**src/rtl/core/uer_pkg.sv**
```systemverilog
// Shared constants, types and helpers for the ultrasonic echo ranger core.
// Depends on nothing; imported by ultrasonic_echo_ranger_core.
package uer_pkg;

    // Width of the trigger phase counter and the echo tick counter.
    localparam int COUNT_WIDTH = 16;
    localparam int RANGE_W     = 16;
    localparam int CFG_W       = 16;
    localparam int CFG_ADDR_W  = 2;
    localparam int TPC_W       = 8;
    localparam int DIV_CNT_W   = $clog2(COUNT_WIDTH);
    localparam int CMP_W       = (COUNT_WIDTH > 16) ? COUNT_WIDTH : 16;

    localparam logic [COUNT_WIDTH-1:0] CNT_MAX = '1;

    // Register reset values.
    localparam logic [7:0]  TRIG_TICKS_RST  = 8'd18;
    localparam logic [15:0] PERIOD_TICKS_RST = 16'd55296;
    localparam logic [7:0]  TICKS_PER_CM_RST = 8'd58;

    // Configuration register indexes.
    localparam logic [CFG_ADDR_W-1:0] REG_TRIGGER_TICKS = 2'd0;
    localparam logic [CFG_ADDR_W-1:0] REG_PERIOD_TICKS  = 2'd1;
    localparam logic [CFG_ADDR_W-1:0] REG_TICKS_PER_CM  = 2'd2;

    typedef enum logic [1:0] {
        ST_IDLE,
        ST_DIV,
        ST_WB
    } t_state;

    // Clamp a quotient to the range field width.
    function automatic logic [RANGE_W-1:0] sat_range(input logic [COUNT_WIDTH-1:0] q);
        logic [COUNT_WIDTH+RANGE_W-1:0] wide;
        wide = {{RANGE_W{1'b0}}, q};
        if (wide[COUNT_WIDTH+RANGE_W-1:RANGE_W] != '0) begin
            return '1;
        end
        return wide[RANGE_W-1:0];
    endfunction

endpackage

```
**src/rtl/core/ultrasonic_echo_ranger_core.sv**
```systemverilog
// Top level of the ultrasonic echo ranger: trigger sequencer, echo timer and
// a bit-serial restoring divider for the distance. Depends on uer_pkg.
//
// Usage: each input item is one timer tick carrying the sampled echo level.
// Every accepted item gives exactly one result item with the trigger level
// for that tick, the held range in centimeters and a new-range flag.
// Channels use valid/ready; an item moves when both are high. Configuration
// registers (trigger_ticks, period_ticks, ticks_per_cm) are written through
// i_cfg_we/i_cfg_addr/i_cfg_wdata; the user is to write them only while the
// core is idle, as the core itself does not enforce this.
// An ordinary tick, or a falling echo edge with a zero divisor, shows its
// result in the cycle after acceptance, and the next tick can be taken in
// that same cycle, so such ticks flow at one per cycle while the receiver
// takes every result. A falling echo edge runs the divider, which retires
// one quotient bit per cycle, followed by a write-back state: the next tick
// is taken at the earliest together with that result item.
// Reset (synchronous, active low) restores the register defaults, clears
// the echo state and starts the trigger in its high phase.
// When the receiver stalls, the result waits in the output register and no
// new tick is accepted until it has been taken or is being taken.
module ultrasonic_echo_ranger_core
    import uer_pkg::*;
(
    input  logic                  i_clk,
    input  logic                  i_rst_n,
    input  logic                  i_valid,
    output logic                  o_ready,
    input  logic                  i_echo_level,
    output logic                  o_valid,
    input  logic                  i_ready,
    output logic                  o_trigger_out,
    output logic [RANGE_W-1:0]    o_range_cm,
    output logic                  o_range_new,
    input  logic                  i_cfg_we,
    input  logic [CFG_ADDR_W-1:0] i_cfg_addr,
    input  logic [CFG_W-1:0]      i_cfg_wdata
);

    // Configuration registers.
    logic [7:0]             r_trigger_ticks;
    logic [15:0]            r_period_ticks;
    logic [TPC_W-1:0]       r_ticks_per_cm;

    // Sequencer and echo state.
    t_state                 r_state, n_state;
    logic [COUNT_WIDTH-1:0] r_phase_count;
    logic                   r_trig_phase;
    logic                   r_echo_prev;
    logic                   r_echo_busy;
    logic [COUNT_WIDTH-1:0] r_echo_count;
    logic [RANGE_W-1:0]     r_range_hold;

    // Divider.
    logic [COUNT_WIDTH-1:0] r_quo;
    logic [TPC_W-1:0]       r_rem;
    logic [DIV_CNT_W-1:0]   r_bit_cnt;
    logic                   r_pend_trig;

    // Output register.
    logic                   r_out_valid;
    logic                   r_out_trig;
    logic [RANGE_W-1:0]     r_out_range;
    logic                   r_out_new;

    logic                   accept;
    logic                   slot_free;
    logic                   div_step;
    logic                   wb_load;
    logic [COUNT_WIDTH-1:0] phase_inc;
    logic [CMP_W-1:0]       phase_limit;
    logic                   phase_end;
    logic                   echo_rise;
    logic                   echo_fall;
    logic [COUNT_WIDTH-1:0] echo_inc;
    logic                   start_div;
    logic                   div_last;
    logic [TPC_W:0]         rem_sh;
    logic [TPC_W:0]         rem_diff;
    logic                   q_bit;

    assign slot_free = !r_out_valid || i_ready;
    assign accept    = i_valid && o_ready;

    // Trigger phase sequencing for the current tick.
    always_comb begin
        phase_inc   = (r_phase_count == CNT_MAX) ? CNT_MAX : r_phase_count + 1'b1;
        phase_limit = r_trig_phase ? CMP_W'(r_trigger_ticks) : CMP_W'(r_period_ticks);
        phase_end   = (CMP_W'(phase_inc) >= phase_limit) || (phase_inc == CNT_MAX);
    end

    // Echo edge detection and the saturating tick count.
    always_comb begin
        echo_rise = i_echo_level && !r_echo_prev;
        echo_fall = !echo_rise && r_echo_busy && !i_echo_level;
        echo_inc  = (r_echo_count == CNT_MAX) ? CNT_MAX : r_echo_count + 1'b1;
        start_div = echo_fall && (r_ticks_per_cm != '0);
    end

    // One restoring division step: shift in the next dividend bit, try subtracting.
    always_comb begin
        rem_sh   = {r_rem, r_quo[COUNT_WIDTH-1]};
        rem_diff = rem_sh - {1'b0, r_ticks_per_cm};
        q_bit    = (rem_sh >= {1'b0, r_ticks_per_cm});
        div_last = (r_bit_cnt == DIV_CNT_W'(COUNT_WIDTH - 1));
    end

    // Next state.
    always_comb begin
        n_state = r_state;
        unique case (r_state)
            ST_IDLE: begin
                if (accept && start_div) begin
                    n_state = ST_DIV;
                end
            end
            ST_DIV: begin
                if (div_last) begin
                    n_state = ST_WB;
                end
            end
            ST_WB: begin
                if (slot_free) begin
                    n_state = ST_IDLE;
                end
            end
            default: n_state = ST_IDLE;
        endcase
    end

    // State machine outputs.
    always_comb begin
        o_ready  = 1'b0;
        div_step = 1'b0;
        wb_load  = 1'b0;
        unique case (r_state)
            ST_IDLE: o_ready  = slot_free;
            ST_DIV:  div_step = 1'b1;
            ST_WB:   wb_load  = slot_free;
            default: o_ready  = 1'b0;
        endcase
    end

    // Configuration writes.
    always_ff @(posedge i_clk) begin
        if (!i_rst_n) begin
            r_trigger_ticks <= TRIG_TICKS_RST;
            r_period_ticks  <= PERIOD_TICKS_RST;
            r_ticks_per_cm  <= TICKS_PER_CM_RST;
        end else if (i_cfg_we) begin
            unique case (i_cfg_addr)
                REG_TRIGGER_TICKS: r_trigger_ticks <= i_cfg_wdata[7:0];
                REG_PERIOD_TICKS:  r_period_ticks  <= i_cfg_wdata[15:0];
                REG_TICKS_PER_CM:  r_ticks_per_cm  <= i_cfg_wdata[TPC_W-1:0];
                default: ;
            endcase
        end
    end

    // Control state: sequencer, echo tracking, held range and output valid.
    always_ff @(posedge i_clk) begin
        if (!i_rst_n) begin
            r_state       <= ST_IDLE;
            r_phase_count <= '0;
            r_trig_phase  <= 1'b1;
            r_echo_prev   <= 1'b0;
            r_echo_busy   <= 1'b0;
            r_echo_count  <= '0;
            r_range_hold  <= '0;
            r_out_valid   <= 1'b0;
        end else begin
            r_state <= n_state;
            if (accept) begin
                if (phase_end) begin
                    r_trig_phase  <= !r_trig_phase;
                    r_phase_count <= '0;
                end else begin
                    r_phase_count <= phase_inc;
                end
                r_echo_prev <= i_echo_level;
                if (echo_rise) begin
                    r_echo_count <= '0;
                    r_echo_busy  <= 1'b1;
                end else if (r_echo_busy) begin
                    r_echo_count <= echo_inc;
                    if (!i_echo_level) begin
                        r_echo_busy <= 1'b0;
                    end
                end
                if (echo_fall && !start_div) begin
                    r_range_hold <= '1;
                end
            end
            if (wb_load) begin
                r_range_hold <= sat_range(r_quo);
            end
            if ((accept && !start_div) || wb_load) begin
                r_out_valid <= 1'b1;
            end else if (i_ready) begin
                r_out_valid <= 1'b0;
            end
        end
    end

    // Divider datapath and the output payload.
    always_ff @(posedge i_clk) begin
        if (accept && start_div) begin
            r_quo       <= echo_inc;
            r_rem       <= '0;
            r_bit_cnt   <= '0;
            r_pend_trig <= r_trig_phase;
        end else if (div_step) begin
            r_quo     <= {r_quo[COUNT_WIDTH-2:0], q_bit};
            r_rem     <= q_bit ? rem_diff[TPC_W-1:0] : rem_sh[TPC_W-1:0];
            r_bit_cnt <= r_bit_cnt + 1'b1;
        end
        if (accept && !start_div) begin
            r_out_trig  <= r_trig_phase;
            r_out_range <= echo_fall ? '1 : r_range_hold;
            r_out_new   <= echo_fall;
        end else if (wb_load) begin
            r_out_trig  <= r_pend_trig;
            r_out_range <= sat_range(r_quo);
            r_out_new   <= 1'b1;
        end
    end

    assign o_valid       = r_out_valid;
    assign o_trigger_out = r_out_trig;
    assign o_range_cm    = r_out_range;
    assign o_range_new   = r_out_new;

    // The core takes a tick only from the idle state.
    a_ready_idle: assert property (@(posedge i_clk) disable iff (!i_rst_n)
        o_ready |-> (r_state == ST_IDLE))
        else $error("input ready outside the idle state");

    // A shown result always carries the held range.
    a_range_hold: assert property (@(posedge i_clk) disable iff (!i_rst_n)
        o_valid |-> (o_range_cm == r_range_hold))
        else $error("output range differs from the held range");

    // The divider only runs with a nonzero divisor.
    a_div_nonzero: assert property (@(posedge i_clk) disable iff (!i_rst_n)
        (r_state == ST_DIV) |-> (r_ticks_per_cm != '0))
        else $error("division started with a zero divisor");

    // The partial remainder stays below the divisor.
    a_rem_bound: assert property (@(posedge i_clk) disable iff (!i_rst_n)
        (r_state == ST_DIV) |-> (r_rem < r_ticks_per_cm))
        else $error("partial remainder not below the divisor");

    // The divider hands over to write-back right after its last step.
    a_div_to_wb: assert property (@(posedge i_clk) disable iff (!i_rst_n)
        ((r_state == ST_DIV) && div_last) |=> (r_state == ST_WB))
        else $error("divider did not finish after its last step");

endmodule
```
**config.mk**
```make
export PLATFORM = sky130hd
export DESIGN_NAME = ultrasonic_echo_ranger_core
export DESIGN_NICKNAME = d
export VERILOG_FILES = /design/src/rtl/core/uer_pkg.sv /design/src/rtl/core/ultrasonic_echo_ranger_core.sv
export SDC_FILE = /design/constraint.sdc
export NUM_CORES = 1
export LEC_CHECK = 0
export BUFFER_PORTS_ARGS = -buffer_cell sky130_fd_sc_hd__clkbuf_2
export CORE_MARGIN = 3
export CORE_UTILIZATION = 45
export CTS_BUF_LIST = sky130_fd_sc_hd__clkbuf_2 sky130_fd_sc_hd__clkbuf_4 sky130_fd_sc_hd__clkbuf_8
export CTS_CLUSTER_SIZE = 16
export DETAILED_ROUTE_END_ITERATION = 10
export SLEW_MARGIN = 20
export SYNTH_ARGS = -nofsm -noshare
export SYNTH_HDL_FRONTEND = slang
export SYNTH_SLANG_ARGS = --single-unit
```
**constraint.sdc**
```tcl
create_clock -name i_clk -period 4.75 [get_ports i_clk]
set_input_delay 0 -clock i_clk [delete_from_list [all_inputs] [get_ports i_clk]]
set_output_delay 0 -clock i_clk [all_outputs]
set_load 0.1 [all_outputs]
```
== Word level (Yosys, flattened, before mapping) ==
Cells that the tools add are included.

* Add/sub/neg operators: 4
* $lt $le $gt $ge: 2
* Equal/unequal tests: 11
* Multiplexer cells: 31
* Reductions and logical operators: 33

{| class="wikitable"
|+ Operators with widths
! cell !! number
|-
| 16-bit 2-to-1 mux || 14
|-
| 16-bit == test (second input constant) || 3
|-
| 16-bit by 1-bit adder with 16-bit output (second input constant) || 2
|-
| 16-bit >= comparator || 1
|-
| 1-bit 2-to-1 mux || 12
|-
| 2-bit AND reduction || 6
|-
| 2-bit nonzero test || 6
|-
| 9-bit by 8-bit >= comparator with 1-bit output || 1
|-
| 1-bit logical AND || 8
|-
| 8-bit 2-to-1 mux || 1
|-
| 8-bit nonzero test || 1
|-
| 8-bit subtractor || 1
|-
| 1-bit logical NOT || 6
|-
| 2-bit 2-to-1 mux || 3
|-
| 2-bit != test (second input constant) || 3
|-
| 2-bit one-hot mux with 3 select lines || 1
|-
| 4-bit by 1-bit adder with 4-bit output (second input constant) || 1
|-
| 2-bit by 1-bit == test with 1-bit output (second input constant) || 2
|-
| 2-bit == test (second input constant) || 2
|-
| 4-bit == test (second input constant) || 1
|-
| 2-bit logical NOT || 2
|-
| 1-bit logical OR || 3
|-
| 3-bit AND reduction || 1
|}

* Register bits after elaboration: 133
* Logic and storage cells: 99

== Logic depth before layout (Yosys ltp) ==
Gate-level depths: netlist of run 1.

* Depth in word-level cells: 11
* Depth in mapped cells: 17
* Depth with buffers taken out: 13

== Worst setup path after synthesis of run 1 ==
Ideal clock, no wire load.

* Path type: register to register
* From: register r_out_valid (netlist: o_valid)
* To: register r_quo[0] (enable)
* Library setup time: 0.372 ns
* Arrival: 4.690 ns
* Required time: 4.378 ns
* Slack: -0.312 ns
* Stages on the path, launching flop included: 8
* Buffers on the path: 2
* Cell sequence: dfxtp_1 > nor2b_1 > nor3_1 > nand2_1 > or3_1 > clkbuf_1 > clkbuf_1 > nand2_1

* Cells in the longest elaborated chain, start to end: 6

{| class="wikitable"
|+ RTL lines
! what !! line !! source
|-
| start: declaration || ultrasonic_echo_ranger_core.sv:60 || <nowiki>logic r_out_valid;</nowiki>
|-
| start signal: assignment || ultrasonic_echo_ranger_core.sv:169 || <nowiki>r_out_valid <= 1'b0;</nowiki>
|-
| start signal: assignment || ultrasonic_echo_ranger_core.sv:197 || <nowiki>r_out_valid <= 1'b1;</nowiki>
|-
| start signal: assignment || ultrasonic_echo_ranger_core.sv:199 || <nowiki>r_out_valid <= 1'b0;</nowiki>
|-
| 1-bit logical NOT || ultrasonic_echo_ranger_core.sv:81 || <nowiki>assign slot_free = !r_out_valid || i_ready;</nowiki>
|-
| 1-bit logical OR || ultrasonic_echo_ranger_core.sv:81 ||
|-
| 1-bit 2-to-1 mux || ultrasonic_echo_ranger_core.sv:135 || <nowiki>unique case (r_state)</nowiki>
|-
| via o_ready || ultrasonic_echo_ranger_core.sv:27 || <nowiki>output logic o_ready,</nowiki>
|-
| 1-bit logical AND || ultrasonic_echo_ranger_core.sv:82 || <nowiki>assign accept = i_valid && o_ready;</nowiki>
|-
| 1-bit logical AND || ultrasonic_echo_ranger_core.sv:206 || <nowiki>if (accept && start_div) begin</nowiki>
|-
| 2-bit nonzero test (no line) || - ||
|-
| end signal: assignment || ultrasonic_echo_ranger_core.sv:207 || <nowiki>r_quo <= echo_inc;</nowiki>
|-
| end signal: assignment || ultrasonic_echo_ranger_core.sv:212 || <nowiki>r_quo <= {r_quo[COUNT_WIDTH-2:0], q_bit};</nowiki>
|-
| end: declaration || ultrasonic_echo_ranger_core.sv:54 || <nowiki>logic [COUNT_WIDTH-1:0] r_quo;</nowiki>
|}

The timed path passes the listed nets, and every way through them passes these cells.
A chain may end at the register's enable or synchronous reset.

== Worst setup path after layout of run 1 ==
* From: register r_phase_count[6]
* To: register r_phase_count[9]

* Cells in the longest elaborated chain, start to end: 5
* Elaborated cells between the ends (all ways): 7

{| class="wikitable"
|+ RTL lines
! what !! line !! source
|-
| start: declaration || ultrasonic_echo_ranger_core.sv:46 || <nowiki>logic [COUNT_WIDTH-1:0] r_phase_count;</nowiki>
|-
| start signal: assignment || ultrasonic_echo_ranger_core.sv:177 || <nowiki>r_phase_count <= phase_inc;</nowiki>
|-
| 16-bit by 1-bit adder with 16-bit output or 16-bit == test (tied branches) || ultrasonic_echo_ranger_core.sv:86 || <nowiki>phase_inc = (r_phase_count == CNT_MAX) ? CNT_MAX : r_phase_count + 1'b1;</nowiki>
|-
| 16-bit 2-to-1 mux * || ultrasonic_echo_ranger_core.sv:86 ||
|-
| 16-bit >= comparator or 16-bit == test (tied branches) || ultrasonic_echo_ranger_core.sv:88 || <nowiki>phase_end = (CMP_W'(phase_inc) >= phase_limit) || (phase_inc == CNT_MAX);</nowiki>
|-
| 1-bit logical OR || ultrasonic_echo_ranger_core.sv:88 ||
|-
| 16-bit 2-to-1 mux * || ultrasonic_echo_ranger_core.sv:173 || <nowiki>if (phase_end) begin</nowiki>
|}

Every way passes the cells marked *; elsewhere a longest branch is shown, timed or not.

==> results.env, run 1 <==
OUTCOME='completed'
CAP_VIOL_MAX_COUNT=0
GRT_MAX_DEGREE=42
NUMBER_OF_ENABLE_FLIP_FLOP_CELLS_AFTER_SYNTHESIS=35
SHARE_CLK_OF_TOTAL_POWER=0.338
FINAL.SETUP.TNS_NS=0
NUMCTSBUFFERS=17
NETS=818
WORST-ENDPOINT-REQUIRED_NS=5.13
CRIT_TYPE='flip-flop to flip-flop'
GRT_PASS1_WL_MM=26.3
SYNTH_CELL_TYPES=59
COMBPWRFRAC=0.215
POST-CTS-SETUP-BUFFER-COUNT=0
SETUP-VIOLATIONS-FINAL=0
SETUP_REPAIR_AFTER_GLOBAL_ROUTING_MISSED_ITS_MARGIN='no'
SLEW_WORST_PIN_NS=0.948
ARRIVAL_NS=4.44
SYNTH_FLOP_CELL='sky130_fd_sc_hd__dfxtp_1'
DIE_H_UM=129
ENDPOINT_KIND='flip-flop'
COUNT_OF_WARNINGS_EMITTED_BY_YOSYS=0
TIMING.CRITICAL_PATH.FROM_TYPE='flip-flop'
RR_STARTPOINT='r_phase_count[6]'
CTS_ROOT_BUFFER='sky130_fd_sc_hd__clkbuf_8'
P_INT_mW=2.03
ANTENNA_FOUND_INITIAL=0
DETAIL_ROUTE.ITER0.VIOLATIONS=424
GPL.FINAL_WEIGHTED_CONGESTION=0.886
CLOCK_TREE_FROM_TRITONCTS='built'
CLK_TRANSITION_REPORTED_PATHS_NS=0.08
FINAL_ANTENNA_NET_COUNT=0
FINAL.PERIOD_UTILIZATION=0.853
ROUTED_VIA_COUNT_DIVIDED_BY_CELL_COUNT=5.77
HOLD_SLACK_NS=0.0241
FINAL_WS_SETUP_NS=0.696
FINAL_COMMON_CELL='sky130_fd_sc_hd__dfxtp_1'
DRT_PASS1_ITERATIONS=5
TIMING.SLEW.HEADROOM=0.366
SW_FRAC_OF_TOTAL=0.316
LAYOUT.CELLS.MOST_COMMON_LIST='98 x sky130_fd_sc_hd__dfxtp_1, 86 x sky130_fd_sc_hd__nand2_1, 46 x sky130_fd_sc_hd__o21ai_0'
START_UTIL=0.464
WORST_SETUP_PATH_ENDPOINT='r_phase_count[9]'
DR_TOTAL_VIAS=5562
PLACEABLE_CORE_REGION_UM2=14600
FINALWORSTPATHREQUIREDPERIOD_NS=4.05
TIMING.REG2REG.SETUP_SLACK_NS=0.70
MIN_PATH_TYPE='primary input to flip-flop'
YOSYS_TOP_CELL_BY_AREA='sky130_fd_sc_hd__dfxtp_1'
CRIT_PATH_START='r_phase_count[6]'
TIMING.FINAL.MAX_SLEW_VIOLATIONS=0
ANTENNA-DIODE-COUNT=0
VDD_DROP_MAX_V=0.000300
NUMBER_OF_H_TREE_BRANCHING_LEVELS=4
CRIT-REG2REG-CAPTURE='r_phase_count[9]'
FP-ROW-COUNT=44
SETUP_WS_PRE_CTS_NS=0.755
IO_PINS=44
MEAN_INSTANCE_SIZE_IN_THE_SYNTHESIZED_NETLIST_UM2=9.32
YOSYS-TOP-CELLS-AREA='sky130_fd_sc_hd__dfxtp_1 29%, sky130_fd_sc_hd__edfxtp_1 15%, sky130_fd_sc_hd__ha_1 4.8%'
P_SEQ_FRAC=0.446
RR_WORST_DEPTH=10
CLK-INSERTION-DELAY-LATE_NS=0.44
SYNTH.YOSYS.SEQ_AREA_SHARE=0.443
CLOCK-SKEW-FINAL_NS=0.0110
POWER.LEAKAGE_nW=3.01
AREA_DELTA_SYNTH_FINAL_PCT=13.3
CRIT_FANOUT=15
TRITONCTS_NUM_SINKS=133
DPL.HPWL_MM=11.1
POST-ROUTE-DRC-COUNT=0
FINALHOLDVIOLATIONS=0
SYNTH-SEQ-CELLS=133
POSTROUTEWIRELENGTH_MM=16.2
SYNTHESIS.INSTANCES=729
POSTSYNTH.ASYNCRESETSHARE=0
P_SWITCHING_mW=0.938
CLOCK_PATH_BUFFERS=2
PORT_BUFFERS=43
GRT-OVFL-TOTAL=0
FMAXACHIEVABLE_GHz=0.247
SYNTH_AREA_UM2=6800
FINAL_LAYOUT_SIZE_SUFFIX_GT1_FRAC=0.147
DIE-AREA_UM2=16600
POST_CTS_RESIZED=0
GRT_UTIL_ALL_LAYERS=0.199
SYNTH_NETS=780
SYNTH.TOP_CELL.AREA_SHARE=0.289
ROUTEDWLPERCELL_UM=16.8
DIE_X_UM=129
POWER_DENSITY_nW_PER_UM2=385
GRT_PASS1_VIAS=5305
-- power by group through the flow --
stage	combinational [mW]	sequential, mW	clock, mW
finish	0.640	1.32	1.00
global route	0.709	1.34	1.07
CTS	0.629	1.32	1.02
detailed placement	0.612	1.35	0
global placement	0.600	1.35	0
floorplan	0.387	1.45	0
-- flip-flops by register name (all words and copies together) (netlist names) --
register and count:
r_echo_prev 1, o_range_new 1, o_range_cm 16, o_trigger_out 1, r_trigger_ticks 8, r_state 2, r_phase_count 16, r_echo_count 16
r_echo_busy 1, r_range_hold 16, r_trig_phase 1, r_bit_cnt 4, r_pend_trig 1, r_quo 16, r_period_ticks 16, o_valid 1
r_ticks_per_cm 8, r_rem 8
-- Yosys cell counts (all sizes together), types with 2 or more instances --
cell and number:
a21boi 25, o21ai 48, nand2b 14, nor3 8
dfxtp 98, ha 26, nand3b 3, a31oi 17
mux2i 25, or4 2, or2 4, nor2b 28
nor3b 4, o22a 16, and4 2, o221a 17
o31a 3, or3 5, xnor2 12, a22o 15
nand3 25, edfxtp 35, o21a 7, inv 19
nor4 6, nand4 10, nor2 43, and2 8
nand4b 2, a22oi 4, o211ai 2, mux2 7
and3 13, nand2 86, clkbuf 38, buf 7
xor2 6, o2111ai 2, a21o 3, a21oi 23
-- critical path: stages (launching register included) --
cell and delay, ns:
sky130_fd_sc_hd__dfxtp_1 0.47, sky130_fd_sc_hd__nand4_2 0.22, sky130_fd_sc_hd__or4_4 0.56, sky130_fd_sc_hd__or3_1 0.53, sky130_fd_sc_hd__nand2_1 0.15, sky130_fd_sc_hd__ha_1 0.25, sky130_fd_sc_hd__a2111oi_0 0.45, sky130_fd_sc_hd__o21ai_0 0.23
sky130_fd_sc_hd__a31oi_1 0.27, sky130_fd_sc_hd__and4_1 0.62, sky130_fd_sc_hd__a22o_1 0.24
-- metrics by stage --
step	instances	power [mW]	util	area [um^2]
final	964	2.97	0.526	7700
after global routing	964	3.12	0.526	7700
after CTS	964	2.98	0.524	7680
after detailed placement	914	1.96	0.483	7080
after global placement	914	1.95	0.483	7080
after floorplan	729	1.84	-	6800
-- cell families (layout without fill, tap and decap cells) --
kind of cell,count (synthesis),count (layout),share of synthesized area
AO/OA/AOI/OAI,191,191,0.200
adder cells (fa/ha/maj),27,27,0.0508
flip-flops,133,133,0.443
buffers and inverters,64,115,0.0387
multiplexers,32,32,0.0484
XOR/XNOR,18,18,0.0232
AND/OR/NAND/NOR,264,264,0.195
-- layer usage --
metal | global-route usage | part of all wire | vias up
met5 | 0 | 0 | -
li1 | - | - | 2729
met3 | 0.0469 | 0.047 | 18
met4 | 0.0568 | 0.012 | 0
met1 | 0.275 | 0.48 | 2687
met2 | 0.312 | 0.46 | 128
-- layout make-up --
| type | instances | area [um^2] |
|---|---|---|
| repair buffers | 64 | 418 |
| clock inverters | 14 | 178 |
| inverters | 19 | 71.3 |
| flip-flops and latches | 133 | 3010 |
| multi-input cells | 532 | 3550 |
| well taps | 184 | 230 |
| fillers | 1343 | 6940 |
| clock buffers | 18 | 241 |
-- worst min-delay path by stage --
stage,from,endpoint,slack [ns],cells after the start
detailed placement,i_cfg_wdata[12],r_period_ticks[12],0.23,3
global route,i_cfg_addr[1],r_period_ticks[9],0.04,4
global placement,i_cfg_wdata[14],r_period_ticks[14],0.21,3
CTS,i_valid,r_echo_prev,0.05,4
floorplan,i_cfg_wdata[11],r_period_ticks[11],0.12,2
finish,i_cfg_addr[1],r_period_ticks[12],0.02,4
-- repair_timing --
action / in CTS / in global routing
endpoints found under the setup margin: 0 / 0
endpoints found under the hold margin: 35 / 0
hold buffers: 18 / 0
No activity file was read; power rests on OpenSTA's default activity.
==> inputs of run 2 (changes only) <==
Clock period 4.75 ns to 5.1 ns, I/O delays scaled along.
==> run 2 against run 1 <==
Against the previous run:
- cell count unchanged
- setup slack gained 0.41 ns
- die area did not move
- global-route usage up 0.54 points
- total power fell by 5.9%
- count of clock-buffer cells in the layout stayed put
- clock skew is 0.0019 ns lower
- core utilization is essentially flat
- first-iteration DRC count is 7.1% higher
- hold slack improved by 0.062 ns
- largest cell class unchanged
- sequential share of layout area is essentially flat
- via count is 0.22% lower
==> results.env, run 2 (synthesis gave the netlist of run 1 again) <==
TIMING.FINAL.MAX_SLEW_VIOLATIONS=0
FIN_TOTAL_PWR_mW=2.79
SETUP_WS_PRE_CTS_NS=1.22
FINALWORSTPATHREQUIREDPERIOD_NS=4.00
FINAL.PERIOD_UTILIZATION=0.784
VDD_DROP_MAX_V=0.000322
FINAL.SETUP.TNS_NS=0
MIN_PATH_TYPE='primary input to flip-flop'
RR_STARTPOINT='r_phase_count[0]'
LAYOUT.CELLS.MOST_COMMON_LIST='98 x sky130_fd_sc_hd__dfxtp_1, 86 x sky130_fd_sc_hd__nand2_1, 46 x sky130_fd_sc_hd__o21ai_0'
NUMBER_OF_H_TREE_BRANCHING_LEVELS=4
WORST_HOLD_STARTPOINT='i_valid'
FMAXACHIEVABLE_GHz=0.250
COMBPWRFRAC=0.215
CLK_TRANSITION_REPORTED_PATHS_NS=0.08
CRIT-REG2REG-CAPTURE='r_phase_count[7]'
ROUTEDWLPERCELL_UM=16.8
WORSTHOLDPATHCELLS=4
DPL.HPWL_MM=10.9
CAP_VIOL_MAX_COUNT=0
GRT-OVFL-TOTAL=0
FINAL_LAYOUT_SIZE_SUFFIX_GT1_FRAC=0.142
TIMING.REG2REG.SETUP_SLACK_NS=1.10
FP-ROW-COUNT=44
ANTENNA_FOUND_INITIAL=0
FINALHOLDVIOLATIONS=0
DR_TOTAL_VIAS=5550
FINAL_ANTENNA_NET_COUNT=0
SHARE_CLK_OF_TOTAL_POWER=0.343
CLOCK_TREE_FROM_TRITONCTS='built'
HOLD_SLACK_NS=0.0862
MIN_TO='r_echo_prev'
PORT_BUFFERS=43
POWER_DENSITY_nW_PER_UM2=363
GRT_MAX_DEGREE=75
CLOCK_PATH_BUFFERS=2
TIMING.SLEW.HEADROOM=0.279
TIMING.CRITICAL_PATH.FROM_TYPE='flip-flop'
SETUP_REPAIR_AFTER_GLOBAL_ROUTING_MISSED_ITS_MARGIN='no'
IO_PINS=44
CP_CELL_SEQUENCE='ha_1 > nand3_1 > nor4_1 > a41oi_1 > a21oi_1 > ha_1 > and4_1 > a21oi_1 > o311ai_0 > a31oi_1 > and4_1 > a22o_1'
RR_WORST_DEPTH=12
FINAL_WS_SETUP_NS=1.10
MULTI_INPUT_COMB_AREA_UM2=3540
SLEW_WORST_PIN_NS=1.08
STDCELL_COUNT=964
NETS=818
COUNT_OF_FILLER_CELLS_INSERTED_IN_THE_LAYOUT=1347
GPL.FINAL_WEIGHTED_CONGESTION=0.827
POST_CTS_RESIZED=0
POWER.LEAKAGE_nW=3.02
P_SWITCHING_mW=0.862
PLACEABLE_CORE_REGION_UM2=14600
ANTENNA-DIODE-COUNT=0
GRT_PASS1_WL_MM=27.2
AREA_DELTA_SYNTH_FINAL_PCT=13.2
DETAIL_ROUTE.ITER0.VIOLATIONS=454
GRT_UTIL_ALL_LAYERS=0.204
POSTROUTEWIRELENGTH_MM=16.2
NUMCTSBUFFERS=17
P_INT_mW=1.93
DP_CELLS=914
SW_FRAC_OF_TOTAL=0.309
FINAL_COMMON_CELL='sky130_fd_sc_hd__dfxtp_1'
LAYOUT.AREA.SEQ_UM2=3010
POST-ROUTE-DRC-COUNT=0
WORST-ENDPOINT-REQUIRED_NS=5.49
CPPEAKSTAGEDELAY_NS=0.62
ENDPOINT_KIND='flip-flop'
ARRIVAL_NS=4.39
DIE_H_UM=129
SETUP-VIOLATIONS-FINAL=0
OUTCOME='completed'
CRIT_FANOUT=15
P_SEQ_FRAC=0.442
START_UTIL=0.464
POST-ROUTE-UTIL=0.525
POSTPLACECELLAREA_UM2=7080
TRITONCTS_NUM_SINKS=133
CLOCK-SKEW-FINAL_NS=0.00918
GRT_PASS1_VIAS=5425
DIE_X_UM=129
CTS_ROOT_BUFFER='sky130_fd_sc_hd__clkbuf_8'
FINALINSTANCEAREA_UM2=7690
CRIT_TYPE='flip-flop to flip-flop'
WORST_PATH_BUF_INV=0
CRITICAL_PATH.TOP_DELAY_FAMILY='simple AND/OR/NAND/NOR gates'
ROUTED_VIA_COUNT_DIVIDED_BY_CELL_COUNT=5.76
CLK-INSERTION-DELAY-LATE_NS=0.45
TIMING.CRITICAL_PATH.SLOWEST_STAGE_CELL='sky130_fd_sc_hd__and4_1'
DRT_PASS1_ITERATIONS=6
DIE-AREA_UM2=16600
run 2: timing repair:
action                                 4_1_cts  5_1_grt
setup endpoints to repair                    0        0
setup buffers                                0        0
endpoints found under the hold margin       35        0
hold buffers                                18        0
run 2: power by group through the flow:
stage | clock network [mW] | registers (mW) | logic, mW
after floorplan | 0 | 1.35 | 0.360
after global placement | 0 | 1.25 | 0.557
after detailed placement | 0 | 1.26 | 0.574
after CTS | 0.980 | 1.23 | 0.589
after global routing | 1.02 | 1.24 | 0.664
final | 0.958 | 1.23 | 0.601
run 2: worst max-delay path by stage:
stage,startpoint,endpoint,slack (ns),depth (start not counted)
5_1_grt,r_phase_count[0],r_phase_count[14],0.54,12
3_3_place_gp,r_phase_count[7],r_phase_count[3],1.37,11
2_1_floorplan,o_valid,r_quo[0],0.04,7
4_1_cts,r_phase_count[0],r_phase_count[7],1.16,12
3_5_place_dp,r_phase_count[0],r_phase_count[11],1.22,12
6_report,r_phase_count[0],r_phase_count[7],1.10,12
run 2: layer usage:
metal / wire [um] / GRT usage / vias to the layer above
met4: 228 / 0.0735 / 0
met2: 7500 / 0.321 / 119
met5: 0 / 0 / -
met3: 515 / 0.0407 / 19
li1: - / - / 2729
met1: 7960 / 0.281 / 2683
run 2: cell type report:
cell class / instances / share of cell area
Clock buffer: 18 / 0.0314
Clock inverter: 14 / 0.0239
Inverter: 19 / 0.00927
Multi-Input combinational cell: 532 / 0.460
Sequential cell: 133 / 0.392
Tap cell: 184 / 0.0299
Timing Repair Buffer: 64 / 0.0543
run 2: tightest hold or removal path, delay by kind of cell:
kind | cells | cell delay (ns)
AND/OR/NAND/NOR | 2 | 0.32
buffers and inverters | 1 | 0.09
AO/OA/AOI/OAI | 1 | 0.08
